$ cat src/sv/tpt_pkg.sv
// Shared constants, types and codes for the tiled palette texture unswizzle block.
`default_nettype none

package tpt_pkg;

    localparam int PALETTE_DEPTH = 256;
    localparam int TILE_ROWS     = 8;

    localparam int PAL_AW  = $clog2(PALETTE_DEPTH);
    localparam int IDX_W   = 8;
    localparam int ROW_W   = (TILE_ROWS > 1) ? $clog2(TILE_ROWS) : 1;
    localparam int COL_W   = 5;
    localparam int TW_W    = 6;
    localparam int ORG_W   = 17;
    localparam int DIM_W   = 16;
    localparam int COLOR_W = 32;

    localparam logic [1:0] MODE_DIRECT = 2'd0;
    localparam logic [1:0] MODE_NIBBLE = 2'd1;
    localparam logic [1:0] MODE_BYTE   = 2'd2;

    localparam logic FUNC_PAL = 1'b0;
    localparam logic FUNC_PIX = 1'b1;

    localparam logic [1:0] CFG_WIDTH  = 2'd0;
    localparam logic [1:0] CFG_HEIGHT = 2'd1;
    localparam logic [1:0] CFG_MODE   = 2'd2;

    localparam logic [TW_W-1:0] TW_DIRECT = 6'd4;
    localparam logic [TW_W-1:0] TW_NIBBLE = 6'd32;
    localparam logic [TW_W-1:0] TW_BYTE   = 6'd16;

    typedef struct packed {
        logic               valid;
        logic [DIM_W-1:0]   x;
        logic [DIM_W-1:0]   y;
        logic [COLOR_W-1:0] dir_color;
        logic               pal_rd;
        logic [PAL_AW-1:0]  pal_addr;
        logic               last;
        logic               wait_pair;
    } tpt_issue_t;

    typedef struct packed {
        logic               en;
        logic [PAL_AW-1:0]  addr;
        logic [COLOR_W-1:0] data;
    } tpt_pwr_t;

endpackage

`default_nettype wire

$ cat src/sv/tpt_walk.sv
// Tile walk: takes beats, splits nibble pairs, places pixels, issues palette reads, writes.
`default_nettype none

module tpt_walk
    import tpt_pkg::*;
(
    input  wire logic               clk,
    input  wire logic               rst_n,
    input  wire logic [DIM_W-1:0]   image_width,
    input  wire logic [DIM_W-1:0]   image_height,
    input  wire logic [1:0]         pixel_mode,
    input  wire logic               in_valid,
    output logic                    in_ready,
    input  wire logic               in_func,
    input  wire logic               in_frame_start,
    input  wire logic [IDX_W-1:0]   in_pal_index,
    input  wire logic [COLOR_W-1:0] in_data_word,
    input  wire logic               s1_can,
    output tpt_issue_t              iss,
    output tpt_pwr_t                pwr
);

    logic [ORG_W-1:0] ox_reg, ox_next, oy_reg, oy_next;
    logic [COL_W-1:0] col_reg, col_next;
    logic [ROW_W-1:0] row_reg, row_next;
    logic             done_reg, done_next;
    logic             pend_reg, pend_next;
    logic [3:0]       nib_reg, nib_next;

    logic             accept, restart, acc_pix, pend_fire, pix_go, pend_set;
    logic [ORG_W-1:0] cur_ox, cur_oy, px, py, ox_adv, oy_adv;
    logic [COL_W-1:0] cur_col;
    logic [ROW_W-1:0] cur_row;
    logic             cur_done, hit, wrap_col, wrap_row;
    logic [TW_W-1:0]  tile_w, col_inc;
    logic [ROW_W:0]   row_inc;
    logic [ORG_W-1:0] w_ext, h_ext;
    logic [IDX_W-1:0] idx_sel;
    logic             is_direct, rd_ok, wr_ok;
    logic [ORG_W-1:0] st_ox, st_oy;
    logic [COL_W-1:0] st_col;
    logic [ROW_W-1:0] st_row;
    logic             st_done;

    assign in_ready  = !pend_reg && s1_can;
    assign accept    = in_valid && in_ready;
    assign restart   = accept && in_frame_start;
    assign pend_fire = pend_reg && s1_can;

    assign cur_ox   = restart ? '0 : ox_reg;
    assign cur_oy   = restart ? '0 : oy_reg;
    assign cur_col  = restart ? '0 : col_reg;
    assign cur_row  = restart ? '0 : row_reg;
    assign cur_done = restart ? 1'b0 : done_reg;

    assign acc_pix = accept && (in_func == FUNC_PIX) && !cur_done
                     && (pixel_mode != 2'd3);
    assign pix_go  = acc_pix || pend_fire;

    always_comb
    begin
        unique case (pixel_mode)
            MODE_DIRECT: tile_w = TW_DIRECT;
            MODE_NIBBLE: tile_w = TW_NIBBLE;
            MODE_BYTE:   tile_w = TW_BYTE;
            default:     tile_w = TW_DIRECT;
        endcase
    end

    assign w_ext = {1'b0, image_width};
    assign h_ext = {1'b0, image_height};
    assign px    = cur_ox + ORG_W'(cur_col);
    assign py    = cur_oy + ORG_W'(cur_row);
    assign hit   = (px < w_ext) && (py < h_ext);

    assign col_inc  = {1'b0, cur_col} + TW_W'(1);
    assign wrap_col = col_inc >= tile_w;
    assign row_inc  = {1'b0, cur_row} + (ROW_W + 1)'(1);
    assign wrap_row = row_inc >= (ROW_W + 1)'(TILE_ROWS);
    assign ox_adv   = cur_ox + ORG_W'(tile_w);
    assign oy_adv   = cur_oy + ORG_W'(TILE_ROWS);

    always_comb
    begin
        st_ox   = cur_ox;
        st_oy   = cur_oy;
        st_col  = col_inc[COL_W-1:0];
        st_row  = cur_row;
        st_done = cur_done;
        if (wrap_col)
        begin
            st_col = '0;
            st_row = row_inc[ROW_W-1:0];
            if (wrap_row)
            begin
                st_row = '0;
                if (ox_adv >= w_ext)
                begin
                    st_ox   = '0;
                    st_oy   = oy_adv;
                    st_done = oy_adv >= h_ext;
                end
                else
                begin
                    st_ox   = ox_adv;
                    st_done = cur_oy >= h_ext;
                end
            end
        end
    end

    // first nibble of a byte holds its result until the second one is placed
    assign pend_set = acc_pix && (pixel_mode == MODE_NIBBLE) && !st_done;

    assign idx_sel   = pend_reg ? {4'b0, nib_reg}
                     : (pixel_mode == MODE_NIBBLE) ? {4'b0, in_data_word[3:0]}
                     : in_data_word[IDX_W-1:0];
    assign is_direct = !pend_reg && (pixel_mode == MODE_DIRECT);
    assign rd_ok     = {1'b0, idx_sel} < (IDX_W + 1)'(PALETTE_DEPTH);
    assign wr_ok     = {1'b0, in_pal_index} < (IDX_W + 1)'(PALETTE_DEPTH);

    always_comb
    begin
        iss.valid     = pix_go && hit;
        iss.x         = px[DIM_W-1:0];
        iss.y         = py[DIM_W-1:0];
        iss.dir_color = is_direct ? in_data_word : '0;
        iss.pal_rd    = !is_direct && rd_ok;
        iss.pal_addr  = idx_sel[PAL_AW-1:0];
        iss.last      = !pend_set;
        iss.wait_pair = pend_set;
    end

    always_comb
    begin
        pwr.en   = accept && (in_func == FUNC_PAL) && wr_ok;
        pwr.addr = in_pal_index[PAL_AW-1:0];
        pwr.data = in_data_word;
    end

    always_comb
    begin
        ox_next   = ox_reg;
        oy_next   = oy_reg;
        col_next  = col_reg;
        row_next  = row_reg;
        done_next = done_reg;
        if (pix_go)
        begin
            ox_next   = st_ox;
            oy_next   = st_oy;
            col_next  = st_col;
            row_next  = st_row;
            done_next = st_done;
        end
        else if (restart)
        begin
            ox_next   = '0;
            oy_next   = '0;
            col_next  = '0;
            row_next  = '0;
            done_next = 1'b0;
        end
        pend_next = pend_set ? 1'b1 : (pend_fire ? 1'b0 : pend_reg);
        nib_next  = pend_set ? in_data_word[7:4] : nib_reg;
    end

    always_ff @(posedge clk or negedge rst_n)
    begin
        if (!rst_n)
        begin
            ox_reg   <= '0;
            oy_reg   <= '0;
            col_reg  <= '0;
            row_reg  <= '0;
            done_reg <= 1'b0;
            pend_reg <= 1'b0;
        end
        else
        begin
            ox_reg   <= ox_next;
            oy_reg   <= oy_next;
            col_reg  <= col_next;
            row_reg  <= row_next;
            done_reg <= done_next;
            pend_reg <= pend_next;
        end
    end

    always_ff @(posedge clk)
    begin
        nib_reg <= nib_next;
    end

    a_pend_blocks_input: assert property (@(posedge clk) disable iff (!rst_n)
        pend_reg |-> !in_ready)
        else $error("input taken while a nibble pair is in progress");

    a_pend_only_nibble: assert property (@(posedge clk) disable iff (!rst_n)
        pend_reg |-> (pixel_mode == MODE_NIBBLE))
        else $error("second nibble pending outside four-bit mode");

endmodule

`default_nettype wire

$ cat config.mk
export PLATFORM = sky130hd
export DESIGN_NAME = tpt_walk
export DESIGN_NICKNAME = d
export VERILOG_FILES = /design/src/sv/tpt_pkg.sv /design/src/sv/tpt_walk.sv
export SDC_FILE = /design/constraint.sdc
export NUM_CORES = 1
export LEC_CHECK = 0
export ABC_AREA = 0
export BUFFER_PORTS_ARGS = -buffer_cell sky130_fd_sc_hd__buf_2
export CORE_MARGIN = 2
export CORE_UTILIZATION = 53
export DETAILED_ROUTE_END_ITERATION = 7
export PLACE_DENSITY_LB_ADDON = 0.15
export SLEW_MARGIN = 25
export SYNTH_ARGS = -nofsm -noshare
export SYNTH_HDL_FRONTEND = slang
export SYNTH_SLANG_ARGS = --single-unit
$ cat constraint.sdc
create_clock -name clk -period 9.5 [get_ports clk]
set_clock_uncertainty 0.05 [all_clocks]
set_input_delay 2.375 -clock clk [delete_from_list [all_inputs] [get_ports clk]]
set_output_delay 2.375 -clock clk [all_outputs]
set_load 0.01 [all_outputs]
==> impl_metrics.env <==
export IMPL_cts_buffers=5
export IMPL_fmax_ghz=0.109
export IMPL_status="finished clean"
export IMPL_io_pins=198
export IMPL_startpoint_type="input pin"
export IMPL_p_int_w=0.000415
export IMPL_area_delta_synth_final_pct=15.9
export IMPL_cts_resized_gates=0
export IMPL_drc_errors=0
export IMPL_insertion_delay_ps=300
export IMPL_clockPowerShare_pct=41.2
export IMPL_post_cts_setup_buffer_count=0
export IMPL_worst_path_max_fanout=10
export IMPL_swShare_pct=27.9
export IMPL_synth_edf_count=4
export IMPL_multiInputGateArea_um2=4270
export IMPL_cp_arrival_ps=6770
export IMPL_rrSetupSlack_ps=4160
export IMPL_power_leakage_nw=3.88
export IMPL_coreArea_um2=11400
export IMPL_rows=39
export IMPL_async_reset_ff_share_pct=91.7
export IMPL_synth_area_per_cell_um2=7.91
export IMPL_end_kind="output port"
export IMPL_required_ps=7080
export IMPL_ys_warn_count=0
export IMPL_ys_flop_type="dfrtp_1"
export IMPL_n_antenna_cell=0
export IMPL_finalMaxSlewViolations=0
export IMPL_port_buffer_count=181
export IMPL_grt_start_max_net_pins=45
export IMPL_worstHoldPathCells=2
export IMPL_power_switching_w=0.000160
export IMPL_comb_power_share_pct=21.8
export IMPL_wire_per_inst_um=16.2
export IMPL_min_to="oy_reg[0]"
export IMPL_ir_drop_uv=68.4
export IMPL_synthesis_nets=959
export IMPL_slew_headroom_pct=49.0
export IMPL_die_w_um=112
export IMPL_stdcell_area_um2=7150
export IMPL_min_from="oy_reg[0]"
export IMPL_postCtsHoldBufs=0
export IMPL_power_frac_seq_pct=37.1
export IMPL_drtAntennaViolNets=0
export IMPL_period_needed_ps=9200
export IMPL_synth_seq_cells=48
export IMPL_place_congestion=0.934
export IMPL_dp_final_hpwl_um=14000
export IMPL_startpoint="s1_can"
export IMPL_cts_sinks=48
export IMPL_tns_ps=0
export IMPL_hold_violations=0
export IMPL_vias=5973
export IMPL_pwr_density_cell_nw_per_um2=80.4
export IMPL_critical_path_class="input pin to output port"
export IMPL_root_buffer="clkbuf_16"
export IMPL_setup_violations_final=0
export IMPL_synthCells=780
export IMPL_placed_area_um2=6960
export IMPL_gr_usage_all_layers_pct=26.9
export IMPL_vias_per_cell=5.63
export IMPL_cap_violations=0
export IMPL_die_h_um=112
export IMPL_grt_pass1_vias=5795
export IMPL_antenna_found_initial=0
export IMPL_cts_buffer_depth=2
export IMPL_grt_pass1_wl_um=28000
export IMPL_drive_above_1_share_pct=24.0
export IMPL_reg2reg_to="oy_reg[4]"
export IMPL_hold_class="register to register"
export IMPL_htree_levels=2
export IMPL_grt_ovfl_total=0
export IMPL_synth_area_um2=6170
export IMPL_fillers=1027
export IMPL_initial_core_util_pct=54.3
export IMPL_ys_types=61
export IMPL_synth_seq_area_share_pct=19.8
export IMPL_worstMarginPinSlew_ps=765
export IMPL_finalCritPeriodShare_pct=96.8
export IMPL_rsz0062_at_grt="false"
export IMPL_dr_pass1_iters=5
export IMPL_reg2regPathDepth=18
export IMPL_cts_tree="yes"
export IMPL_wirelength_um=17200
export IMPL_die_area_um2=12500
export IMPL_path_clk_slew_ps=70
export IMPL_regArea_um2=1220
export IMPL_reg2reg_from="pend_reg"
export IMPL_drt_iter0_markers=429
export IMPL_finalNetCount=1096
-- Yosys cell counts (all sizes together), types with 16 or more instances --
cell / count / share of area, %
nor2: 47 / 2.9
ha: 97 / 20
xnor2: 49 / 7.0
buf: 52 / 5.9
and2: 47 / 4.8
inv: 70 / 4.3
nand2: 80 / 4.9
nor3: 16 / 1.3
dfrtp: 44 / 18
a21oi: 33 / 2.7
o21ai: 31 / 2.5
nand3: 37 / 3.0
-- layout make-up --
| type | count | area share (%) |
|---|---|---|
| repair buffers | 197 | 14.4 |
| clock buffers | 5 | 1.75 |
| inverters | 70 | 3.67 |
| well taps | 143 | 2.50 |
| clock inverters | 3 | 0.962 |
| flip-flops and latches | 48 | 17.1 |
| multi-input cells | 595 | 59.7 |
-- metrics by stage --
| step | util, % | std cells | hold WS, ps | worst slack, ps | power (W) |
|---|---|---|---|---|---|
| global route | 62.9 | 1061 | 508 | 10.4 | 0.000602 |
| detailed placement | 61.2 | 1053 | 445 | 346 | 0.000343 |
| finish | 62.9 | 1061 | 458 | 304 | 0.000575 |
| global placement | 61.2 | 1053 | 438 | 551 | 0.000339 |
| floorplan | - | 780 | 405 | 265 | 0.000299 |
| CTS | 62.9 | 1061 | 464 | 302 | 0.000577 |
-- cell usage in the layout (no fill, tap or decap), types with 3 or more instances in the layout --
cell type	count
a211o_1	3
a211oi_1	11
a21o_1	9
a21oi_1	33
a31oi_1	7
and2_1	47
and3_1	6
and4_1	5
buf_2	180
buf_4	17
clkbuf_16	5
dfrtp_1	44
edfxtp_1	4
ha_1	97
inv_1	70
mux2_2	5
mux2i_1	4
nand2_1	80
nand2b_1	3
nand3_1	37
nand4_1	14
nor2_1	47
nor2b_1	7
nor3_1	16
nor4_1	3
o21a_1	10
o21ai_0	31
o22ai_1	6
o31ai_1	4
or2_2	4
or3_1	3
or4_1	3
xnor2_1	49
xor2_1	15
-- power by group through the flow --
stage,clock network (W),logic (W),registers (W)
2_1_floorplan,0,0.0000832,0.000216
3_3_place_gp,0,0.000121,0.000217
3_5_place_dp,0,0.000125,0.000217
4_1_cts,0.000238,0.000126,0.000213
5_1_grt,0.000248,0.000141,0.000214
6_report,0.000237,0.000125,0.000213
-- critical path, stage by stage --
cell and delay (ps):
buf_2 150, nand4b_4 210, and2_1 260, ha_1 360, a31o_2 260, a41oi_1 250
nand2_1 190, nor3b_2 230, nand2_1 150, xor2_1 160, nor2_1 70, ha_1 320
nand4_1 130, a21oi_1 60, a211oi_1 250, o41ai_1 150, buf_4 160, or2_1 240
mux2i_1 170, nor2b_1 390, buf_2 220
-- cells by family after synthesis --
kind of cell,Yosys count,share of synthesized area [%]
AOI/OAI and AO/OA,138,14.6
xor gates and xnor gates,64,9.08
adders and majority gates,99,20.3
buffers and inverters,137,11.1
DFF,48,19.8
muxes,9,1.56
and+or+nand+nor,285,23.6
-- metal layers --
metal	routed length, um	vias up	GRT usage (%)
met2	8260	190	45.9
met5	0	-	0
li1	-	2950	-
met4	240	0	6.42
met1	7810	2811	36.7
met3	884	22	2.89
-- worst max-delay path by stage --
stage	to	depth (start not counted)
finish	iss[0]	21
global route	iss[0]	21
CTS	iss[0]	21
detailed placement	iss[0]	21
global placement	iss[0]	21
floorplan	iss[75]	23
Power figures use the tool's default switching activity.
